<file path="src/hw/rtl/bbrs_pkg.sv">
// Package for the Bollinger band reversion signal: sizes, codes, command and status types.
`default_nettype none
package bbrs_pkg;

  localparam int WINDOW_MAX = 64;
  localparam int PRICE_BITS = 24;

  localparam int LEN_BITS  = $clog2(WINDOW_MAX + 1);
  localparam int RING_AW   = $clog2(WINDOW_MAX);
  localparam int SUM_BITS  = PRICE_BITS + LEN_BITS;
  localparam int SQ_BITS   = 2 * PRICE_BITS + LEN_BITS;
  localparam int D_BITS    = SUM_BITS + 1;
  localparam int WIDE_BITS = 2 * SUM_BITS;
  localparam int LIM_BITS  = WIDE_BITS + LEN_BITS;
  localparam int CMP_BITS  = LIM_BITS + 2;

  typedef logic [PRICE_BITS-1:0] price_t;
  typedef logic [LEN_BITS-1:0]   len_t;

  localparam len_t LEN_MIN   = len_t'(2);
  localparam len_t LEN_MAX   = len_t'(WINDOW_MAX);
  localparam len_t LEN_RESET = len_t'(20);

  typedef enum logic [1:0] {
    POS_NEUTRAL = 2'd0,
    POS_ABOVE   = 2'd1,
    POS_BELOW   = 2'd2
  } pos_t;

  typedef enum logic [1:0] {
    ACT_NONE = 2'd0,
    ACT_SELL = 2'd1,
    ACT_BUY  = 2'd2
  } act_t;

  typedef enum logic [2:0] {
    ST_IDLE,
    ST_SQUARE,
    ST_ACCUM,
    ST_MOMENT,
    ST_SPREAD,
    ST_SCALE,
    ST_RESULT
  } state_t;

  typedef struct packed {
    logic take;      // input transfer: ring write/read, head and fill update
    logic square;    // squares of new and retired price, N*p
    logic accum;     // running sums update
    logic moment;    // N*Q, S*S, deviation d
    logic spread;    // V = N*Q - S*S, d*d
    logic scale;     // V*N and d*d*(N-1)
    logic load_out;  // tracker update and result register load
  } cmd_t;

  typedef struct packed {
    logic eval;      // window full after this bar, bands are tested
  } status_t;

endpackage
`default_nettype wire

</file>
<file path="src/hw/rtl/bbrs_ctrl.sv">
// Sequencer for one bar: steps the datapath and owns both handshakes.
`default_nettype none
module bbrs_ctrl (
  input  wire logic              clk,
  input  wire logic              rst_n,
  input  wire logic              in_valid,
  output logic                   in_ready,
  output logic                   out_valid,
  input  wire logic              out_ready,
  input  wire bbrs_pkg::status_t status,
  output bbrs_pkg::cmd_t         cmd
);
  import bbrs_pkg::*;

  state_t state_r, state_nxt;
  logic   out_valid_r, out_valid_nxt;
  logic   slot_free;

  assign slot_free = !out_valid_r || out_ready;

  always_comb begin
    state_nxt = state_r;
    unique case (state_r)
      ST_IDLE:   if (in_valid) state_nxt = ST_SQUARE;
      ST_SQUARE: state_nxt = ST_ACCUM;
      ST_ACCUM:  state_nxt = status.eval ? ST_MOMENT : ST_RESULT;
      ST_MOMENT: state_nxt = ST_SPREAD;
      ST_SPREAD: state_nxt = ST_SCALE;
      ST_SCALE:  state_nxt = ST_RESULT;
      ST_RESULT: if (slot_free) state_nxt = ST_IDLE;
      default:   state_nxt = ST_IDLE;
    endcase
  end

  always_comb begin
    cmd      = '0;
    in_ready = 1'b0;
    unique case (state_r)
      ST_IDLE: begin
        in_ready = 1'b1;
        cmd.take = in_valid;
      end
      ST_SQUARE: cmd.square   = 1'b1;
      ST_ACCUM:  cmd.accum    = 1'b1;
      ST_MOMENT: cmd.moment   = 1'b1;
      ST_SPREAD: cmd.spread   = 1'b1;
      ST_SCALE:  cmd.scale    = 1'b1;
      ST_RESULT: cmd.load_out = slot_free;
      default: ;
    endcase
  end

  always_comb begin
    out_valid_nxt = out_valid_r;
    if (cmd.load_out) begin
      out_valid_nxt = 1'b1;
    end else if (out_ready) begin
      out_valid_nxt = 1'b0;
    end
  end

  always_ff @(posedge clk) begin
    if (!rst_n) begin
      state_r     <= ST_IDLE;
      out_valid_r <= 1'b0;
    end else begin
      state_r     <= state_nxt;
      out_valid_r <= out_valid_nxt;
    end
  end

  assign out_valid = out_valid_r;

endmodule
`default_nettype wire

</file>
<file path="config.mk">
export PLATFORM = sky130hd
export DESIGN_NAME = bbrs_ctrl
export DESIGN_NICKNAME = d
export VERILOG_FILES = /design/src/hw/rtl/bbrs_pkg.sv /design/src/hw/rtl/bbrs_ctrl.sv
export SDC_FILE = /design/constraint.sdc
export NUM_CORES = 1
export LEC_CHECK = 0
export ABC_AREA = 1
export BUFFER_PORTS_ARGS = -buffer_cell sky130_fd_sc_hd__buf_2
export CAP_MARGIN = 20
export CORE_AREA = 2 2 39 41
export DETAILED_ROUTE_END_ITERATION = 10
export DIE_AREA = 0 0 41 43
export PLACE_DENSITY = 0.45
export RECOVER_POWER = 25
export SLEW_MARGIN = 20
export SYNTH_ARGS = -nofsm -noshare
export SYNTH_HDL_FRONTEND = slang
export SYNTH_SLANG_ARGS = --single-unit
</file>
<file path="constraint.sdc">
create_clock -name clk -period 1.2 [get_ports clk]
set_input_delay 0.18 -clock clk [delete_from_list [all_inputs] [get_ports clk]]
set_output_delay 0.18 -clock clk [all_outputs]
set_load 0.1 [all_outputs]
</file>
==> reports/metrics.cfg, run 1 <==
[critical_path]
crit_path_cell_trace=inv_6 > nand2_8 > nor3_4 > buf_12
slowest_delay_ps=370
worstPathArrival_ps=1150
cp.required_ps=1020
path_class=reg -> out
cp-end-kind=primary output
slowest_stage=dfxtp_4
cp-start-kind=flip-flop
crit_fanout=5
ff2ff_setup_slack_ps=170

[timing]
rsz0062_at_grt=yes
worstMarginPinSlew_ps=168.2
setup_viol=8
slew_headroom=0.8875
slew_violations=0
skew_ps=0.4379
hold_viol_final=0
timing.fmax_mhz=752.6
setup_tns_ps=-812.0
period_share=1.107
setup_ws_ps=-128.6
period_needed_ps=1329

[run_status]
violations=setup timing
run_status=finished with violations

[synthesis]
synth_top_cell_by_area=dfxtp_1
ys.flop_type=dfxtp_1
ys_types=13
ys_async_sr_fraction=0
yosys_warnings=0
ys_seq_elements=4
syn_inst=47
synth_top_area_share=0.2857
seq_area_frac_synth=0.2857
ys_top_cells_by_count=11 x nand2_1, 10 x nor2_1, 8 x inv_1, 4 x dfxtp_1, 3 x nand3_1
syn_avg_cell_area_sq_um=5.963
synth-edff-count=0
synth_most_common_cell=nand2_1
syn_area_sq_um=280.3
yosys-top-cells-area=dfxtp_1 29%, nand2_1 15%, nor2_1 13%
synth_nets=52

[power]
peakVddDrop_mv=1.058
power_leakage_nw=0.2906
power_density_nw_per_um2=2712

[worst_hold_path]
hold_path_class=in -> reg

[route]
drc=0
dr.first_iter.drc_count=3
wl_per_cell_microns=8.012
drtPass1Iterations=2
vias=331
detail_route.vias_per_cell=4.037
ant_nets=0
wirelength_microns=657

[floorplan]
die_w_microns=41
rows=14
die_h_microns=43
dieArea_sq_um=1763
initial_core_util=0.2025
io_pins=14
coreArea_sq_um=1384

[placement]
place_hpwl_microns=556.4
place_congestion=0.8314
port_buffers=13

[clocking]
cts-root-buf=clkbuf_4
htreeDepth=1
cts.clk_slew.worst_paths_ps=30
clk_latency_ps=230
cts_tree=yes
cts_buffers=3
clk_path_buf_depth=2
ctsHoldBuffers=0
cts_sinks=4

[global_routing]
antenna_found_initial=0
grt_start_max_net_pins=7
grt_pass1_wl_mm=1.242
grtUsageTotal=0.1084
overflow=0
grt_pass1_vias=324

[layout]
area_delta_synth_final_pct=138.8
drive_above_1_share=0.6970
layout.nets=73
antenna_cells=0
fillers=138
utilization=0.4837

[run]
cap_violations=0

==> through the flow <==
stage	instances	setup slack [ps]	hold WS, ps	total power, W	instance area [sq um]
after floorplan	47	-278.0	277.0	0.001118	352.8
after global placement	77	66.37	390.5	0.001523	580.6
after detailed placement	77	54.52	394.6	0.001523	580.6
after CTS	82	-149.4	153.4	0.001806	654.4
after global routing	82	-177.3	180.7	0.001919	669.4
final	82	-128.6	155.4	0.001816	669.4
==> state kept, by name, indices dropped and copies added (netlist names) <==
name       cells
out_valid      1
state_r        3
==> per-layer routing <==
layer / global-route usage / up-vias / share of wire
li1: - / 180 / -
met1: 0.1222 / 140 / 0.38
met2: 0.1625 / 9 / 0.55
met3: 0.03141 / 2 / 0.047
met4: 0.08000 / 0 / 0.027
met5: 0 / - / 0
==> kinds of logic after synthesis <==
| group | synth area share |
|---|---|
| compound gates | 0.01784 |
| flops | 0.2857 |
| simple gates | 0.5357 |
| buf+inv | 0.1607 |
==> final timing paths <==
kind | from | endpoint | depth (start not counted)
setup / recovery | state_r[0]$_SDFFE_PN0P_ | cmd[6] | 4
hold / removal | rst_n | state_r[2]$_SDFFE_PN0P_ | 3
setup reg to reg | state_r[1]$_SDFFE_PN0P_ | state_r[1]$_SDFFE_PN0P_ | 6
hold reg to reg | state_r[1]$_SDFFE_PN0P_ | state_r[0]$_SDFFE_PN0P_ | 3
==> repair_timing <==
action                                  4_1_cts  5_1_grt
gates cloned                                  0        0
endpoints found under the setup margin        8        8
gates resized for setup                      11        5
pin swaps                                     2        6
setup buffers                                 2        0
==> critical path: cells and delay by family, from the launching register on <==
kind                   cells  cell delay, ps
AND/OR/NAND/NOR            2             260
buffers and inverters      2             290
flip-flops                 1             370
==> area by class of cell <==
class | instances | area (sq um) | share of cell area
inverters | 10 | 55.05 | 0.08224
well taps | 16 | 20.02 | 0.02991
flip-flops and latches | 4 | 95.09 | 0.1421
clock buffers | 3 | 22.52 | 0.03364
repair buffers | 17 | 234.0 | 0.3495
multi-input cells | 32 | 242.7 | 0.3626
==> cell usage in the layout (no fill, tap or decap), drive strengths merged <==
| master | netlist | final |
|---|---|---|
| clkinvlp | 0 | 2 |
| buf | 1 | 17 |
| clkbuf | 0 | 3 |
| inv | 10 | 8 |
| and2 | 1 | 1 |
| nand2 | 13 | 13 |
| nor3 | 2 | 2 |
| nand3 | 3 | 3 |
| dfxtp | 4 | 4 |
| o21ai | 1 | 1 |
| nor2 | 12 | 12 |
==> where the power goes <==
group	total [W]	switching (W)	internal (W)
clock	0.000162	0.0000500	0.000112
combinational	0.00138	0.000884	0.000497
sequential	0.000274	0.0000906	0.000183
Power figures use the tool's default switching activity.
==> inputs of run 2 (changes only) <==
ABC_AREA = default   (was 1)
PLACE_DENSITY = 0.47   (was 0.45)
==> reports/metrics.cfg, run 2 <==
[timing]
setup_viol=8  ; unchanged
worstMarginPinSlew_ps=302.6  ; +134.4 ps
period_needed_ps=1353  ; +24.27 ps
timing.fmax_mhz=739.1  ; -1.8%
period_share=1.127  ; +0.02023
setup_ws_ps=-152.9  ; -24.27 ps
skew_ps=11.32  ; +10.88 ps
slew_headroom=0.7994  ; -0.08809
slew_violations=0  ; unchanged
rsz0062_at_grt=yes
hold_viol_final=0  ; unchanged

[critical_path]
path_class=reg -> out
crit_fanout=7  ; +2
slowest_stage=dfxtp_4
slowest_delay_ps=360  ; about the same
crit_path_cell_trace=buf_6 > nor3_4 > and2_4 > buf_12
cp.required_ps=1020  ; about the same
path_buf_inv=2  ; unchanged
path_delay_family=flip-flops
cp-start-kind=flip-flop
cp-end-kind=primary output
worstPathArrival_ps=1170  ; +20 ps

[clocking]
cts_sinks=4  ; unchanged
clk_path_buf_depth=2  ; unchanged
cts_buffers=3  ; unchanged
htreeDepth=1  ; unchanged
cts_tree=yes
cts.clk_slew.worst_paths_ps=50  ; +20 ps
cts-root-buf=clkbuf_4
clk_latency_ps=240  ; about the same

[placement]
place_hpwl_microns=647.2  ; +16%
dpl_cell_area_sq_um=594.3  ; +2.4%
port_buffers=13  ; unchanged
place_congestion=0.8087  ; -2.7%

[power]
power_density_nw_per_um2=1624  ; -40%
switching_share=0.4652  ; -0.09901
power_leakage_nw=0.2961  ; +1.9%
p_int_w=0.0005660  ; -28%
power_frac_seq=0.184  ; +0.033
peakVddDrop_mv=0.5862  ; -45%
power_switching_w=0.0004923  ; -52%
comb_power_share=0.638  ; -0.122
report.power.total_w=0.001058  ; -42%
p_clk_frac=0.178  ; +0.089

[route]
vias=308  ; -6.9%
wl_per_cell_microns=11.77  ; +47%
ant_nets=0  ; unchanged
dr.first_iter.drc_count=1  ; -2
wirelength_microns=812  ; +24%
drc=0  ; unchanged
drtPass1Iterations=2  ; unchanged
detail_route.vias_per_cell=4.464  ; +11%

[run]
cap_violations=0  ; unchanged

[synthesis]
seq_area_frac_synth=0.2656  ; -0.02015
syn_inst=30  ; -36%
syn_area_sq_um=301.5  ; +7.6%
ys_async_sr_fraction=0  ; unchanged
ys.flop_type=dfxtp_1
synth_nets=35  ; -33%
synth_top_area_share=0.2656  ; -0.02015
ys_seq_elements=4  ; unchanged
synth-edff-count=0  ; unchanged
synth_top_cell_by_area=dfxtp_1
ys_top_cells_by_count=4 x dfxtp_1, 4 x nor3b_1, 3 x and3b_1, 3 x buf_4
yosys-top-cells-area=dfxtp_1 27%, nor3b_1 10%, a2111oi_4 9.1%
yosys_warnings=0  ; unchanged
ys_types=17  ; +4
syn_avg_cell_area_sq_um=10.05  ; +69%

[global_routing]
antenna_found_initial=0  ; unchanged
overflow=0  ; unchanged
grt_pass1_vias=312  ; -3.7%
grt_pass1_wl_mm=1.338  ; +7.7%
grt_start_max_net_pins=10  ; +3
grtUsageTotal=0.1157  ; +0.007260

[run_status]
violations=setup timing
run_status=finished with violations

[layout]
largest_reg_flops=3  ; unchanged
drive_above_1_share=0.7925  ; +0.09548
antenna_cells=0  ; unchanged
utilization=0.4711  ; -0.01266
layout.cells.most_common_list=8 x buf_12, 7 x buf_4, 4 x clkbuf_4, 4 x buf_2, 4 x dfxtp_4
area_delta_synth_final_pct=116.2
final_common_cell=buf_12
fillers=133  ; -3.6%
layout.nets=59  ; -19%
fin_area_sq_um=651.9  ; -2.6%
top_register=state_r

[floorplan]
die_h_microns=43  ; unchanged
coreArea_sq_um=1384  ; unchanged
io_pins=14  ; unchanged
initial_core_util=0.2179  ; +0.01537
die_w_microns=41  ; unchanged
dieArea_sq_um=1763  ; unchanged
rows=14  ; unchanged

[worst_hold_path]
hold_path_class=in -> reg

## run 2: changes by cell type in the layout (fill, tap and decap cells not counted), moves of 2 or more
cell	before	now
o211a_1	0	2
buf_6	1	3
inv_1	5	1
nand2_1	7	0
o21a_1	0	2
nor2_4	8	0
clkinvlp_4	2	0
nand3_1	3	0
nor2_1	3	0
nor3b_2	0	2
nand2_2	4	1
and3b_2	0	2
buf_4	3	7
inv_6	2	0
## run 2: metal layers
metal,part of all wire,global-route usage,wire [microns]
met1,0.33,0.1165,268
met2,0.62,0.2000,507
met3,0.044,0.01571,36
met4,0,0.08000,0
met5,0,0,0
## run 2: cell families (layout without fill, tap and decap cells)
group	count (synthesis)	in the layout	synth area share
simple gates	15	15	0.3735
flops	4	4	0.2656
buf+inv	5	28	0.1245
xor+xnor	1	1	0.02905
compound gates	5	5	0.2075
## run 2: area by class of cell
cell class,instances,area [sq um],share of cell area
Tap cell,16,20.02,0.03071
Sequential cell,4,95.09,0.1459
Inverter,1,3.754,0.005758
Timing Repair Buffer,23,274.0,0.4203
Clock buffer,4,26.28,0.04031
Multi-Input combinational cell,21,232.7,0.3570
## run 2: through the flow
step           setup WS (ps)  hold WS [ps]  TNS (ps)  std cells
5_1_grt               -214.2         197.2     -1172         69
3_3_place_gp          -23.39         442.8    -23.39         64
2_1_floorplan         -727.8         296.7     -3014         30
6_report              -152.9         201.8    -770.6         69
4_1_cts               -178.9         188.1    -919.3         70
3_5_place_dp          -61.30         449.9    -71.12         64
## run 2: path summary, 6_finish.rpt
path | depth (start not counted) | start | end | slack (ps)
worst min-delay path | 2 | rst_n | out_valid$_SDFFE_PN0P_ | 200
worst min register to register | 2 | out_valid$_SDFFE_PN0P_ | state_r[2]$_SDFFE_PN0P_ | 720
worst max register to register | 3 | state_r[0]$_SDFFE_PN0P_ | state_r[2]$_SDFFE_PN0P_ | 40
worst max-delay path | 4 | state_r[0]$_SDFFE_PN0P_ | cmd[6] | -150
## run 2: power by group through the flow
stage | registers, W | clock network, W | logic [W]
2_1_floorplan | 0.000166 | 0 | 0.000441
3_3_place_gp | 0.000187 | 0 | 0.000644
3_5_place_dp | 0.000189 | 0 | 0.000652
4_1_cts | 0.000191 | 0.000202 | 0.000681
5_1_grt | 0.000199 | 0.000213 | 0.000704
6_report | 0.000195 | 0.000188 | 0.000675
## run 2: what timing repair did
item | CTS | global route
resized for setup | 8 | 3
buffers inserted | 2 | 0
pin swaps | 2 | 2
setup endpoints to repair | 9 | 11
hold buffers | 0 | 0
==> inputs of run 3 (changes only) <==
BUFFER_PORTS_ARGS = -buffer_cell sky130_fd_sc_hd__buf_4   (was -buffer_cell sky130_fd_sc_hd__buf_2)
==> reports/metrics.cfg, run 3 (synthesis gave the netlist of run 2 again) <==
[run_status]
run_status=finished with violations
violations=setup timing

[floorplan]
rows=14  ; unchanged
dieArea_sq_um=1763  ; unchanged
die_w_microns=41  ; unchanged
io_pins=14  ; unchanged
initial_core_util=0.2179  ; unchanged
die_h_microns=43  ; unchanged
coreArea_sq_um=1384  ; unchanged

[placement]
place_congestion=0.7712  ; -4.6%
place_ws_ps=-81.06  ; -19.76 ps
place_hpwl_microns=618.9  ; -4.4%
port_buffers=13  ; unchanged

[power]
power_frac_seq=0.193  ; +0.009
p_int_w=0.0005511  ; -2.6%
comb_power_share=0.629  ; -0.009
peakVddDrop_mv=0.4870  ; -17%
power_leakage_nw=0.3000  ; +1.3%
switching_share=0.4735  ; +0.008278
power_switching_w=0.0004956  ; +0.65%
power_density_nw_per_um2=1561  ; -3.9%
p_clk_frac=0.178  ; about the same

[layout]
largest_reg_flops=3  ; unchanged
register_area_sq_um=95.09  ; unchanged
drive_above_1_share=0.7963  ; +0.003843
final_common_cell=buf_4
top_register=state_r
layout.cells.most_common_list=10 x buf_4, 7 x buf_6, 6 x buf_12, 4 x clkbuf_4, 4 x dfxtp_4
antenna_cells=0  ; unchanged
layout.nets=60  ; +1.7%
fillers=137  ; +3.0%
multi_input_area_sq_um=244.0  ; +4.8%
area_delta_synth_final_pct=122.4
utilization=0.4846  ; +0.01356

[global_routing]
grt_pass1_vias=322  ; +3.2%
antenna_found_initial=0  ; unchanged
overflow=0  ; unchanged
grt_pass1_wl_mm=1.283  ; -4.1%
grtUsageTotal=0.1124  ; -0.003244
grt_start_max_net_pins=10  ; unchanged

[route]
dr.first_iter.drc_count=1  ; unchanged
vias=319  ; +3.6%
wirelength_microns=865  ; +6.5%
detail_route.vias_per_cell=4.557  ; +2.1%
drc=0  ; unchanged
drtPass1Iterations=2  ; unchanged
wl_per_cell_microns=12.36  ; +5.0%
ant_nets=0  ; unchanged

[timing]
rsz0062_at_grt=yes
slew_violations=0  ; unchanged
fin_hold_ws_ps=182.9  ; -18.86 ps
skew_ps=0.7050  ; -10.61 ps
period_needed_ps=1338  ; -14.79 ps
worstMarginPinSlew_ps=301.1  ; -1.462 ps
slew_headroom=0.8004  ; +0.0009700
setup_ws_ps=-138.1  ; +14.79 ps
setup_viol=8  ; unchanged
hold_viol_final=0  ; unchanged
setup_tns_ps=-765.8  ; +4.739 ps
timing.fmax_mhz=747.3  ; +1.1%
period_share=1.115  ; -0.01233

[clocking]
htreeDepth=1  ; unchanged
clk_path_buf_depth=2  ; unchanged
cts_tree=yes
cts_sinks=4  ; unchanged
clk_latency_ps=230  ; about the same
ctsHoldBuffers=0  ; unchanged
cts.clk_slew.worst_paths_ps=40  ; about the same
cts-root-buf=clkbuf_4
cts_buffers=3  ; unchanged

[critical_path]
slowest_stage=dfxtp_4
path_delay_family=simple AND/OR/NAND/NOR gates
cp.required_ps=1020  ; about the same
crit_path_cell_trace=nor3_4 > and2_4 > buf_12
crit_fanout=9  ; +2
crit_path_start=state_r[2]$_SDFFE_PN0P_
ff2ff_setup_slack_ps=50  ; about the same
reg2reg_from=state_r[2]$_SDFFE_PN0P_
worstPathArrival_ps=1160  ; about the same
slowest_delay_ps=370  ; about the same
path_buf_inv=1  ; -1
path_class=reg -> out
cp-end-kind=primary output
cp-start-kind=flip-flop

[worst_hold_path]
hp-start=rst_n
hold_path_class=in -> reg

[run]
cap_violations=0  ; unchanged

[run 3: cell types whose count changed in the layout (fill, tap and decap cells not counted), sizes merged]
cell  before  now
buf       22   23
[run 3: metal layers]
layer / vias to the layer above / wire, microns / GRT usage
met5: - / 0 / 0
met4: 0 / 0 / 0.08000
met3: 0 / 32 / 0.03141
met2: 8 / 484 / 0.1906
met1: 155 / 349 / 0.1061
li1: 156 / - / -
[run 3: timing repair]
| action | CTS | global route |
|---|---|---|
| setup endpoints to repair | 9 | 8 |
| pin swaps | 5 | 1 |
| resized for setup | 31 | 4 |
| setup buffers | 1 | 0 |
| gates cloned | 0 | 0 |
[run 3: power by group through the flow]
stage	clock network, W	registers (W)	logic, W
global placement	0	0.000190	0.000530
finish	0.000186	0.000202	0.000658
floorplan	0	0.000166	0.000441
detailed placement	0	0.000193	0.000535
CTS	0.000192	0.000200	0.000635
global route	0.000208	0.000207	0.000683
[run 3: through the flow]
| step | area [sq um] | std cells | total power [W] |
|---|---|---|---|
| after floorplan | 347.8 | 30 | 0.0006067 |
| after global placement | 499.2 | 65 | 0.0007195 |
| after detailed placement | 499.2 | 65 | 0.0007288 |
| after CTS | 651.9 | 70 | 0.001028 |
| after global routing | 670.6 | 70 | 0.001098 |
| final | 670.6 | 70 | 0.001047 |
[run 3: worst reg2reg max path, cell delays in order (launching register included)]
cell	delay [ps]
dfxtp_4	370
buf_4	150
or3b_1	380
o211a_1	130
[run 3: worst paths after layout]
check / to / depth (start not counted)
max reg2reg: state_r[2]$_SDFFE_PN0P_ / 3
max: cmd[6] / 3
min: out_valid$_SDFFE_PN0P_ / 2
min reg2reg: state_r[0]$_SDFFE_PN0P_ / 2
[run 3: layout make-up]
class / instances / share of cell area
Timing Repair Buffer: 24 / 0.4198
Multi-Input combinational cell: 21 / 0.3638
Sequential cell: 4 / 0.1418
Clock buffer: 4 / 0.03918
Tap cell: 16 / 0.02985
Inverter: 1 / 0.005597
